### config.mk
export PLATFORM = sky130hd
export DESIGN_NAME = sjis_glyph_layout_flat
export DESIGN_NICKNAME = d
export VERILOG_FILES = /design/src/sjgl_pkg.sv /design/src/sjgl_text_if.sv /design/src/sjgl_glyph_if.sv /design/src/sjgl_pen.sv /design/src/sjgl_glyph.sv /design/src/sjis_glyph_layout.sv /design/src/flat_wrapper.sv
export SDC_FILE = /design/constraint.sdc
export NUM_CORES = 1
export LEC_CHECK = 0
export BUFFER_PORTS_ARGS = -buffer_cell sky130_fd_sc_hd__buf_2
export CAP_MARGIN = 20
export CORE_MARGIN = 8
export CORE_UTILIZATION = 50
export CTS_CLUSTER_DIAMETER = 60
export DETAILED_ROUTE_END_ITERATION = 6
export PLACE_DENSITY_LB_ADDON = 0.15
export SETUP_SLACK_MARGIN = 0.4
export SLEW_MARGIN = 20
export SYNTH_ARGS = -nofsm -noshare
export SYNTH_HDL_FRONTEND = slang
export SYNTH_SLANG_ARGS = --single-unit
### constraint.sdc
create_clock -name clk -period 36 [get_ports clk]
set_input_delay 7.2 -clock clk [delete_from_list [all_inputs] [get_ports clk]]
set_output_delay 7.2 -clock clk [all_outputs]
set_load 0.03 [all_outputs]
### src/sjgl_pkg.sv
// sjgl_pkg: shared types, constants and helpers for the Shift-JIS glyph layout block.
// No dependencies; the pen, glyph and top modules refer to it by scoped names.
`default_nettype none

package sjgl_pkg;

  localparam int SCREEN_W_DEF = 480;
  localparam int SCREEN_H_DEF = 272;

  localparam int ORIGIN_W = 13;
  localparam int POS_W    = 16;

  typedef enum logic {
    REG_ORIGIN_X = 1'b0,
    REG_ORIGIN_Y = 1'b1
  } cfg_reg_t;

  localparam logic [7:0] BYTE_END     = 8'h00;
  localparam logic [7:0] BYTE_NEWLINE = 8'h0A;

  localparam logic [3:0] STEP_HALF = 4'd5;
  localparam logic [3:0] STEP_FULL = 4'd10;
  localparam logic [3:0] STEP_LINE = 4'd10;

  localparam int NUM_GAPS = 18;

  localparam logic [15:0] GAP_FIRST [NUM_GAPS] = '{
    16'hA2AF, 16'hA2C2, 16'hA2D1, 16'hA2EB, 16'hA2FA, 16'hA3A1, 16'hA3BA, 16'hA3DB, 16'hA3FB,
    16'hA4F4, 16'hA5F7, 16'hA6B9, 16'hA6D9, 16'hA7C2, 16'hA7F2, 16'hA8C1, 16'hCFD4, 16'hF4A5
  };

  localparam logic [15:0] GAP_LAST [NUM_GAPS] = '{
    16'hA2B9, 16'hA2C9, 16'hA2DB, 16'hA2F1, 16'hA2FD, 16'hA3AF, 16'hA3C0, 16'hA3E0, 16'hA3FE,
    16'hA4FE, 16'hA5FE, 16'hA6C0, 16'hA6FE, 16'hA7D0, 16'hA7FE, 16'hAB90, 16'hCFFE, 16'hF8AA
  };

  // running total of gap lengths up to and including gap i
  localparam logic [10:0] GAP_SKIP [NUM_GAPS] = '{
    11'd11, 11'd19, 11'd30, 11'd37, 11'd41, 11'd56, 11'd63, 11'd69, 11'd73,
    11'd84, 11'd92, 11'd100, 11'd138, 11'd153, 11'd166, 11'd886, 11'd929, 11'd1959
  };

  // one placed glyph travelling from the pen stage to the glyph stage
  typedef struct packed {
    logic                    wide;
    logic [7:0]              lead;
    logic [7:0]              code;
    logic signed [POS_W-1:0] pos_x;
    logic signed [POS_W-1:0] pos_y;
  } item_t;

  function automatic logic signed [POS_W-1:0] sat_add(input logic signed [POS_W-1:0] a,
                                                      input logic [3:0] b);
    logic signed [POS_W:0] s;
    s = {a[POS_W-1], a} + $signed({{(POS_W-3){1'b0}}, b});
    if (!s[POS_W] && s[POS_W-1]) sat_add = {1'b0, {(POS_W-1){1'b1}}};
    else                         sat_add = s[POS_W-1:0];
  endfunction

  function automatic logic is_lead(input logic [7:0] b);
    is_lead = (b[7:5] == 3'b100) || (b[7:5] == 3'b111);
  endfunction

endpackage

`default_nettype wire

### src/sjgl_text_if.sv
// sjgl_text_if: byte channel into the glyph layout block.
// Plain valid/ready handshake; no package dependency.
`default_nettype none

interface sjgl_text_if;
  logic       valid;
  logic       ready;
  logic [7:0] in_byte;

  modport source (output valid, output in_byte, input ready);
  modport sink   (input valid, input in_byte, output ready);
endinterface

`default_nettype wire

### src/sjgl_glyph_if.sv
// sjgl_glyph_if: glyph placement channel out of the glyph layout block.
// Plain valid/ready handshake; no package dependency.
`default_nettype none

interface sjgl_glyph_if;
  logic               valid;
  logic               ready;
  logic               wide;
  logic [15:0]        glyph_index;
  logic               glyph_missing;
  logic signed [15:0] pos_x;
  logic signed [15:0] pos_y;

  modport source (output valid, output wide, output glyph_index, output glyph_missing,
                  output pos_x, output pos_y, input ready);
  modport sink   (input valid, input wide, input glyph_index, input glyph_missing,
                  input pos_x, input pos_y, output ready);
endinterface

`default_nettype wire

### src/sjgl_pen.sv
// sjgl_pen: lead byte tracking, pen position and origin registers; registers each
// placed glyph into the stage register. Uses sjgl_pkg and sjgl_text_if.
`default_nettype none

module sjgl_pen #(
  parameter int SCREEN_W = sjgl_pkg::SCREEN_W_DEF,
  parameter int SCREEN_H = sjgl_pkg::SCREEN_H_DEF
) (
  input  wire logic                              clk,
  input  wire logic                              rst,
  sjgl_text_if.sink                              text,
  input  wire logic                              cfg_we,
  input  wire logic                              cfg_index,
  input  wire logic [sjgl_pkg::ORIGIN_W-1:0]     cfg_data,
  output sjgl_pkg::item_t                        item,
  output logic                                   item_valid,
  input  wire logic                              item_ready
);

  localparam int PW = sjgl_pkg::POS_W;
  localparam logic signed [PW:0] LIM_X = (PW+1)'(SCREEN_W);
  localparam logic signed [PW:0] LIM_Y = (PW+1)'(SCREEN_H);

  logic [sjgl_pkg::ORIGIN_W-1:0] origin_x;
  logic [sjgl_pkg::ORIGIN_W-1:0] origin_y;
  logic                          lead_pending;
  logic [7:0]                    lead_byte;
  logic signed [PW-1:0]          pen_x;
  logic signed [PW-1:0]          pen_y;

  logic                          lead_pending_next;
  logic [7:0]                    lead_byte_next;
  logic signed [PW-1:0]          pen_x_next;
  logic signed [PW-1:0]          pen_y_next;
  logic signed [PW-1:0]          home_x;
  logic signed [PW-1:0]          home_y;
  logic signed [PW-1:0]          cfg_pos;
  logic                          accept;
  logic                          place;
  logic                          emit;
  logic                          emit_wide;

  assign text.ready = !item_valid || item_ready;
  assign accept     = text.valid && text.ready;

  assign home_x  = {{(PW-sjgl_pkg::ORIGIN_W){origin_x[sjgl_pkg::ORIGIN_W-1]}}, origin_x};
  assign home_y  = {{(PW-sjgl_pkg::ORIGIN_W){origin_y[sjgl_pkg::ORIGIN_W-1]}}, origin_y};
  assign cfg_pos = {{(PW-sjgl_pkg::ORIGIN_W){cfg_data[sjgl_pkg::ORIGIN_W-1]}}, cfg_data};

  assign place = ($signed({pen_x[PW-1], pen_x}) < LIM_X) &&
                 ($signed({pen_y[PW-1], pen_y}) < LIM_Y);

  always_comb begin
    lead_pending_next = lead_pending;
    lead_byte_next    = lead_byte;
    pen_x_next        = pen_x;
    pen_y_next        = pen_y;
    emit              = 1'b0;
    emit_wide         = 1'b0;
    priority if (text.in_byte == sjgl_pkg::BYTE_END) begin
      lead_pending_next = 1'b0;
      pen_x_next        = home_x;
      pen_y_next        = home_y;
    end else if (lead_pending) begin
      lead_pending_next = 1'b0;
      emit              = place;
      emit_wide         = 1'b1;
      pen_x_next        = sjgl_pkg::sat_add(pen_x, sjgl_pkg::STEP_FULL);
    end else if (sjgl_pkg::is_lead(text.in_byte)) begin
      lead_pending_next = 1'b1;
      lead_byte_next    = text.in_byte;
    end else if (text.in_byte == sjgl_pkg::BYTE_NEWLINE) begin
      pen_x_next = home_x;
      pen_y_next = sjgl_pkg::sat_add(pen_y, sjgl_pkg::STEP_LINE);
    end else begin
      emit       = place;
      pen_x_next = sjgl_pkg::sat_add(pen_x, sjgl_pkg::STEP_HALF);
    end
  end

  always_ff @(posedge clk) begin
    if (rst) begin
      origin_x     <= '0;
      origin_y     <= '0;
      lead_pending <= 1'b0;
      lead_byte    <= '0;
      pen_x        <= '0;
      pen_y        <= '0;
      item_valid   <= 1'b0;
    end else begin
      if (cfg_we) begin
        unique case (sjgl_pkg::cfg_reg_t'(cfg_index))
          sjgl_pkg::REG_ORIGIN_X: begin
            origin_x <= cfg_data;
            pen_x    <= cfg_pos;
          end
          sjgl_pkg::REG_ORIGIN_Y: begin
            origin_y <= cfg_data;
            pen_y    <= cfg_pos;
          end
          default: ;
        endcase
      end else if (accept) begin
        lead_pending <= lead_pending_next;
        lead_byte    <= lead_byte_next;
        pen_x        <= pen_x_next;
        pen_y        <= pen_y_next;
      end
      if (accept)          item_valid <= emit;
      else if (item_ready) item_valid <= 1'b0;
    end
  end

  always_ff @(posedge clk) begin
    if (accept && emit) begin
      item.wide  <= emit_wide;
      item.lead  <= lead_byte;
      item.code  <= text.in_byte;
      item.pos_x <= pen_x;
      item.pos_y <= pen_y;
    end
  end

endmodule

`default_nettype wire

### src/sjgl_glyph.sv
// sjgl_glyph: turns a registered glyph item into a font glyph number (half-width map,
// or Shift-JIS to EUC conversion with font gap skipping) and holds the output register.
// Uses sjgl_pkg and sjgl_glyph_if.
`default_nettype none

module sjgl_glyph (
  input  wire logic            clk,
  input  wire logic            rst,
  input  wire sjgl_pkg::item_t item,
  input  wire logic            item_valid,
  output logic                 item_ready,
  sjgl_glyph_if.source         glyph
);

  logic [7:0]         hi_a;
  logic [7:0]         row;
  logic [15:0]        c1;
  logic [15:0]        c2;
  logic [15:0]        c3;
  logic [15:0]        euc;
  logic signed [17:0] row_off;
  logic signed [17:0] n0;
  logic signed [17:0] n;
  logic [10:0]        skip;
  logic               in_gap;
  logic [15:0]        full_idx;
  logic               full_missing;
  logic [7:0]         half_idx;
  logic               load;

  assign item_ready = !glyph.valid || glyph.ready;
  assign load       = item_valid && item_ready;

  // lead byte to JIS row, folded onto a 16-bit EUC code
  always_comb begin
    hi_a = (item.lead >= 8'hE0) ? item.lead - 8'h40 : item.lead;
    row  = hi_a - 8'h81;
    c1   = {row[6:0], 1'b0, item.code};
    c2   = (item.code >= 8'h80) ? c1 - 16'd1 : c1;
    c3   = (c2[7:0] >= 8'h9E) ? c2 + 16'h0062 : c2 - 16'h0040;
    euc  = c3 + 16'hA1A1;
  end

  always_comb begin
    row_off = $signed({10'd0, euc[15:8]}) - 18'sd161;
    n0      = row_off * 18'sd94 + $signed({10'd0, euc[7:0]}) - 18'sd161;
    skip    = '0;
    in_gap  = 1'b0;
    // gaps are sorted, so the last one passed carries the running total
    for (int i = 0; i < sjgl_pkg::NUM_GAPS; i++) begin
      if (euc >= sjgl_pkg::GAP_FIRST[i]) begin
        skip = sjgl_pkg::GAP_SKIP[i];
        if (euc <= sjgl_pkg::GAP_LAST[i]) in_gap = 1'b1;
      end
    end
    n            = n0 - $signed({7'd0, skip});
    full_missing = in_gap || n[17];
    full_idx     = full_missing ? 16'd0 : n[15:0];
  end

  always_comb begin
    priority if (item.code < 8'h20) half_idx = 8'd0;
    else if (item.code < 8'h80)     half_idx = item.code - 8'h20;
    else if (item.code < 8'hA0)     half_idx = 8'd0;
    else                            half_idx = item.code - 8'h40;
  end

  always_ff @(posedge clk) begin
    if (rst) begin
      glyph.valid <= 1'b0;
    end else if (load) begin
      glyph.valid <= 1'b1;
    end else if (glyph.ready) begin
      glyph.valid <= 1'b0;
    end
  end

  always_ff @(posedge clk) begin
    if (load) begin
      glyph.wide          <= item.wide;
      glyph.glyph_index   <= item.wide ? full_idx : {8'd0, half_idx};
      glyph.glyph_missing <= item.wide && full_missing;
      glyph.pos_x         <= item.pos_x;
      glyph.pos_y         <= item.pos_y;
    end
  end

endmodule

`default_nettype wire

### src/sjis_glyph_layout.sv
// sjis_glyph_layout: Shift-JIS text to glyph placements, one byte per cycle.
// A placed glyph goes from its taken byte into the pen stage register, then into
// the output register after the glyph number logic. Throughput: one byte per cycle
// unless back-pressure stalls; the output register frees each cycle it is taken.
// Reset: origins and pen go to 0, no pending lead byte, both stages empty.
// Uses sjgl_pkg, sjgl_text_if, sjgl_glyph_if, sjgl_pen and sjgl_glyph.
`default_nettype none

module sjis_glyph_layout #(
  parameter int SCREEN_W = sjgl_pkg::SCREEN_W_DEF,
  parameter int SCREEN_H = sjgl_pkg::SCREEN_H_DEF
) (
  input  wire logic                          clk,
  input  wire logic                          rst,
  sjgl_text_if.sink                          text,
  sjgl_glyph_if.source                       glyph,
  input  wire logic                          cfg_we,
  input  wire logic                          cfg_index,
  input  wire logic [sjgl_pkg::ORIGIN_W-1:0] cfg_data
);

  sjgl_pkg::item_t item;
  logic            item_valid;
  logic            item_ready;

  sjgl_pen #(
    .SCREEN_W (SCREEN_W),
    .SCREEN_H (SCREEN_H)
  ) u_pen (
    .clk        (clk),
    .rst        (rst),
    .text       (text),
    .cfg_we     (cfg_we),
    .cfg_index  (cfg_index),
    .cfg_data   (cfg_data),
    .item       (item),
    .item_valid (item_valid),
    .item_ready (item_ready)
  );

  sjgl_glyph u_glyph (
    .clk        (clk),
    .rst        (rst),
    .item       (item),
    .item_valid (item_valid),
    .item_ready (item_ready),
    .glyph      (glyph)
  );

endmodule

`default_nettype wire

### src/flat_wrapper.sv
// flat-port wrapper written by rule: the top's interface ports become plain ports
module sjis_glyph_layout_flat 
#(
  parameter int SCREEN_W = sjgl_pkg::SCREEN_W_DEF,
  parameter int SCREEN_H = sjgl_pkg::SCREEN_H_DEF
)
  (clk, rst, cfg_we, cfg_index, cfg_data, text_valid, text_in_byte, text_ready, glyph_valid, glyph_wide, glyph_glyph_index, glyph_glyph_missing, glyph_pos_x, glyph_pos_y, glyph_ready);
  sjgl_text_if text_i ();
  sjgl_glyph_if glyph_i ();
  input  wire logic clk;
  input  wire logic rst;
  input  wire logic cfg_we;
  input  wire logic cfg_index;
  input  wire logic [sjgl_pkg::ORIGIN_W-1:0] cfg_data;
  input wire logic [$bits(text_i.valid)-1:0] text_valid;
  input wire logic [$bits(text_i.in_byte)-1:0] text_in_byte;
  output wire logic [$bits(text_i.ready)-1:0] text_ready;
  output wire logic [$bits(glyph_i.valid)-1:0] glyph_valid;
  output wire logic [$bits(glyph_i.wide)-1:0] glyph_wide;
  output wire logic [$bits(glyph_i.glyph_index)-1:0] glyph_glyph_index;
  output wire logic [$bits(glyph_i.glyph_missing)-1:0] glyph_glyph_missing;
  output wire logic [$bits(glyph_i.pos_x)-1:0] glyph_pos_x;
  output wire logic [$bits(glyph_i.pos_y)-1:0] glyph_pos_y;
  input wire logic [$bits(glyph_i.ready)-1:0] glyph_ready;
  assign text_i.valid = text_valid;
  assign text_i.in_byte = text_in_byte;
  assign text_ready = text_i.ready;
  assign glyph_valid = glyph_i.valid;
  assign glyph_wide = glyph_i.wide;
  assign glyph_glyph_index = glyph_i.glyph_index;
  assign glyph_glyph_missing = glyph_i.glyph_missing;
  assign glyph_pos_x = glyph_i.pos_x;
  assign glyph_pos_y = glyph_i.pos_y;
  assign glyph_i.ready = glyph_ready;
  sjis_glyph_layout #(.SCREEN_W(SCREEN_W), .SCREEN_H(SCREEN_H)) u_core (.clk(clk), .rst(rst), .text(text_i), .glyph(glyph_i), .cfg_we(cfg_we), .cfg_index(cfg_index), .cfg_data(cfg_data));
endmodule
==> After elaboration in Yosys (flattened, before gate mapping) <==
Index checks and enable logic that the tools add are counted.
{ "word_totals": {"output_inout_bits": 52, "ff_bits": 168, "in_bits": 27} }
{ "classes": {"n_eq_ne": 8, "n_bitwise": 5, "n_reduce_logical": 29, "magnitude_cmp": 44, "addsub": 15, "mux": 91, "n_mul": 1} }
{ "ops": {"columns": ["cell", "count"], "rows": [
  ["16-bit two-way mux", 19],
  ["16-bit greater-or-equal comparator, second input constant", 18],
  ["16-bit <= comparator, second input constant", 18],
  ["11-bit two-way mux", 17],
  ["1-bit two-way mux", 48],
  ["8-bit two-way mux", 5],
  ["16-bit by 5-bit adder with 17-bit output, second input constant", 2],
  ["16-bit by 10-bit less-than comparator with 1-bit output, second input constant", 2],
  ["8-bit greater-or-equal comparator, second input constant", 3],
  ["17-bit by 9-bit adder with 18-bit output", 1],
  ["18-bit by 12-bit subtractor with 18-bit output", 1],
  ["18-bit by 9-bit subtractor with 18-bit output, second input constant", 1],
  ["16-bit by 4-bit adder with 17-bit output, second input constant", 1],
  ["16-bit adder, second input constant", 1],
  ["16-bit by 7-bit adder with 16-bit output, second input constant", 1],
  ["8-bit less-than comparator, second input constant", 2],
  ["9-bit by 7-bit multiplier with 16-bit output, second input constant", 1],
  ["16-bit by 1-bit subtractor with 16-bit output, second input constant", 1],
  ["16-bit by 7-bit subtractor with 16-bit output, second input constant", 1],
  ["5-bit AND reduction", 2],
  ["8-bit by 8-bit subtractor with 9-bit output, second input constant", 1],
  ["8-bit by 4-bit == test with 1-bit output, second input constant", 1],
  ["1-bit logical AND", 8],
  ["8-bit logical NOT", 1],
  ["other kinds (21)", 37]
]} }

==> Logic depth before layout (Yosys ltp) <==
{ "depth": {"ltp_word": 48, "ltp_mapped": 55, "mapped_depth_nobuf": 51} }

==> Modules after synthesis <==
From an unflattened synthesis, not the netlist that was laid out.
{ "hier_totals": {"cells_unflattened": 1609, "hier_area_um2": 14003.4} }
{ "by_module_without_submodules": {"columns": ["module", "cells_each", "n_inst", "seq_area_each_um2", "area_per_inst_um2"], "rows": [
  ["sjgl_glyph", 957, 1, 1521.5, 8086.5],
  ["sjgl_pen", 652, 1, 2832.7, 5916.9]
]} }

==> Least setup slack after synthesis <==
OpenSTA, ideal clock, no wires.
{ "synth_timing": {"path_kind": "input -> output", "start": "in glyph_ready", "end": "out text_ready", "cell_stages": 2, "arrival_ns": 7.626, "slack_ns": 21.174, "path_buffers": 0, "path_cell_list": "nor2b_1 -> nand2_1"} }
{ "synth_via": {"elab_chain_cells": 2} }
{ "synth_rtl": {"columns": ["item", "line", "text"], "rows": [
  ["start: declaration", "flat_wrapper.sv:24", "input wire logic [$bits(glyph_i.ready)-1:0] glyph_ready;"],
  ["1-bit logical OR", "sjgl_glyph.sv:31", "assign item_ready = !glyph.valid || glyph.ready;"],
  ["1-bit logical OR", "sjgl_pen.sv:43", "assign text.ready = !item_valid || item_ready;"],
  ["end: declaration", "flat_wrapper.sv:17", "output wire logic [$bits(text_i.ready)-1:0] text_ready;"]
]} }
No other way between the ends.

==> Final worst setup path <==
Ends and elaborated chain as after synthesis.

==> results.cfg <==
[route]
num_vias = 11800
via_per_inst = 6.17
drt-pass1-iter-count = 5
routedWlPerCell_um = 20.4
drt-initial-drc-count = 1033
wl_mm = 39.2
antenna_left = 0
drc = 0

[sta]
hold_ws_ns = 0.420
period_needed_ns = 15.11
finClkSkew_ns = 0.0131
rsz0062_at_grt = false
final.period_utilization = 0.420
max_clock_freq_ghz = 0.0662
relSlewSlack = 0.236
finalSetupViolations = 0
setup_tns_ns = 0
worst_pin_slew_ns = 1.12
hold_viol_final = 0
drv_slew = 0

[cells_and_area]
layout-drive-gt1-share = 0.120
layout_commonest_cell = nand2_1
finalNetCount = 1703
final_cell_mix = nand2_1, nor2_1, inv_1, a21oi_1, edfxtp_1
diodes = 0
areaGrowthSynthToFinish_pct = 8.88

[min_path]
hold_end = u_core.u_glyph.glyph.pos_y[3]$_DFFE_PP_
holdCritStartpoint = u_core.u_pen.item[3]$_DFFE_PP_
hold_path.class = reg2reg
worstHoldPathCells = 0

[clock_tree]
root_buffer = clkbuf_16
cts_sinks = 168
cts_resized = 0
ctsHoldBuffers = 0
numCtsBuffers = 17
insertion_delay_ns = 0.43
post-cts-setup-buffers = 0
clockBufferDepth = 2
htreeDepth = 4
clk_pin_slew_worst_paths_ns = 0.07
cts_tree = built

[floorplanning]
dieArea_um2 = 32600
initial_core_util = 0.505
dieWidth_um = 181
rows = 60
io_pins = 79
die_h_um = 181
core_area_um2 = 26800

[global_routing]
track_usage = 0.239
gr-total-overflow = 0
grt_pass1_wl_mm = 63.2
antenna_found_initial = 0
grt_max_degree = 70
grt_pass1_vias = 11500

[synth]
synth-async-reset-ratio = 0
yosysSeqAreaShare = 0.322
dominantRegCellSynth = edfxtp_1
post_synth_num_cell_types = 118
syn_inst = 1534
synth.avg_cell_area_um2 = 8.82
netlist_area_um2 = 13500
ys_ff_latch = 168
syn-num-nets = 1672
yosysWarningCount = 0
synth-edff-count = 99

[critical_path]
worstPathArrival_ns = 7.91
crit_fanout = 4
cp-start-kind = primary input
r2r_slack_ns = 21.76
r2r_start = u_core.u_pen.item[39]$_DFFE_PP_
endpoint_kind = output port
worstPathRequired_ns = 28.80
r2r_end = u_core.u_glyph.glyph.glyph_index[5]$_DFFE_PP_
path_class = in2out
reg2reg_depth = 46

[placed_design]
dp_hpwl_mm = 29.8
portBuffers = 78
gp_congestion = 0.951

[job]
max_cap_viol_count = 0

[outcome]
status = complete, no violations
[synth_stat cells, types with 6 or more instances]
master	number	area (µm²)
mux2i_1	13	130
a21oi_1	104	521
and3_1	15	93.8
o21ai_0	60	300
o221ai_1	6	52.6
buf_1	6	22.5
nand3_1	46	230
edfxtp_1	99	2970
ha_1	82	1030
xnor2_1	59	517
clkbuf_1	54	203
nand2b_1	20	125
nand4_1	16	100
inv_1	103	387
xor2_1	38	333
a21o_1	12	90.1
a311oi_1	12	105
o22ai_1	16	100
nor2_1	139	522
or2_2	13	81.3
a22oi_1	11	82.6
o21a_1	13	97.6
fa_1	29	581
a211oi_1	23	173
nor3_1	35	175
o21ai_1	8	40.0
o31ai_1	8	60.1
a31oi_1	19	119
nor2b_1	10	62.6
or3_1	11	68.8
buf_2	11	55.1
o211ai_1	19	143
nor4_1	13	81.3
a221oi_1	12	105
dfxtp_1	69	1380
nand2_1	154	578
and2_1	16	100
[worst max-delay path: stages]
cell	delay, ns
buf_2	0.09
nor2b_1	0.31
nand2_1	0.11
buf_2	0.19
[area by class of cell]
cell class | instances | area (µm²)
Clock buffer | 17 | 425
Fill cell | 2443 | 12100
Inverter | 106 | 399
Sequential cell | 168 | 4350
Tap cell | 341 | 427
Multi-Input combinational cell | 1183 | 8480
Timing Repair Buffer | 89 | 473
Clock inverter | 15 | 179
[registers in the layout, indices dropped and copies added (netlist names)]
register	count
u_core.u_pen.item_valid	1
u_core.u_pen.pen_y	16
u_core.u_pen.lead_pending	1
u_core.u_pen.origin_y	13
u_core.u_glyph.glyph.pos_y	16
u_core.u_glyph.glyph.glyph_index	16
u_core.u_glyph.glyph.glyph_missing	1
u_core.u_glyph.glyph.wide	1
u_core.u_pen.lead_byte	8
u_core.u_pen.item	49
u_core.u_glyph.glyph.valid	1
u_core.u_pen.origin_x	13
u_core.u_glyph.glyph.pos_x	16
u_core.u_pen.pen_x	16
[how the worst max path moves through the flow]
stage	slack, ns	to	startpoint	cells past startpoint
2_1_floorplan	21.17	text_ready	glyph_ready	2
3_3_place_gp	20.91	text_ready	glyph_ready	4
3_5_place_dp	20.90	text_ready	glyph_ready	4
4_1_cts	20.89	text_ready	glyph_ready	4
5_1_grt	20.78	u_core.u_glyph.glyph.glyph_index[5]$_DFFE_PP_	u_core.u_pen.item[39]$_DFFE_PP_	47
6_report	20.89	text_ready	glyph_ready	4
[kinds of logic after synthesis]
family	count (synthesis)	synth area share
xor gates and xnor gates	105	0.0753
buffers and inverters	183	0.0539
muxes	16	0.0121
adders and majority gates	111	0.119
DFF	168	0.322
and+or+nand+nor	533	0.196
AOI/OAI and AO/OA	418	0.222
[stage by stage]
step	std cells	cell area (µm²)	worst slack [ns]	util
final	1919	14700	20.89	0.550
after global placement	1887	14100	20.91	0.527
after detailed placement	1887	14100	20.90	0.527
after CTS	1919	14700	20.89	0.550
after floorplan	1534	13500	21.17	-
after global routing	1919	14700	20.78	0.550
[routing by layer]
metal	up-vias	routed length, µm	global-route usage
li1	5683	-	-
met1	5634	16900	0.309
met2	448	19000	0.406
met3	79	2220	0.0270
met4	0	1060	0.0853
met5	-	0	0
Power is not shown: default switching activity piles up to over one toggle a cycle in this logic, so the estimate is an artifact.
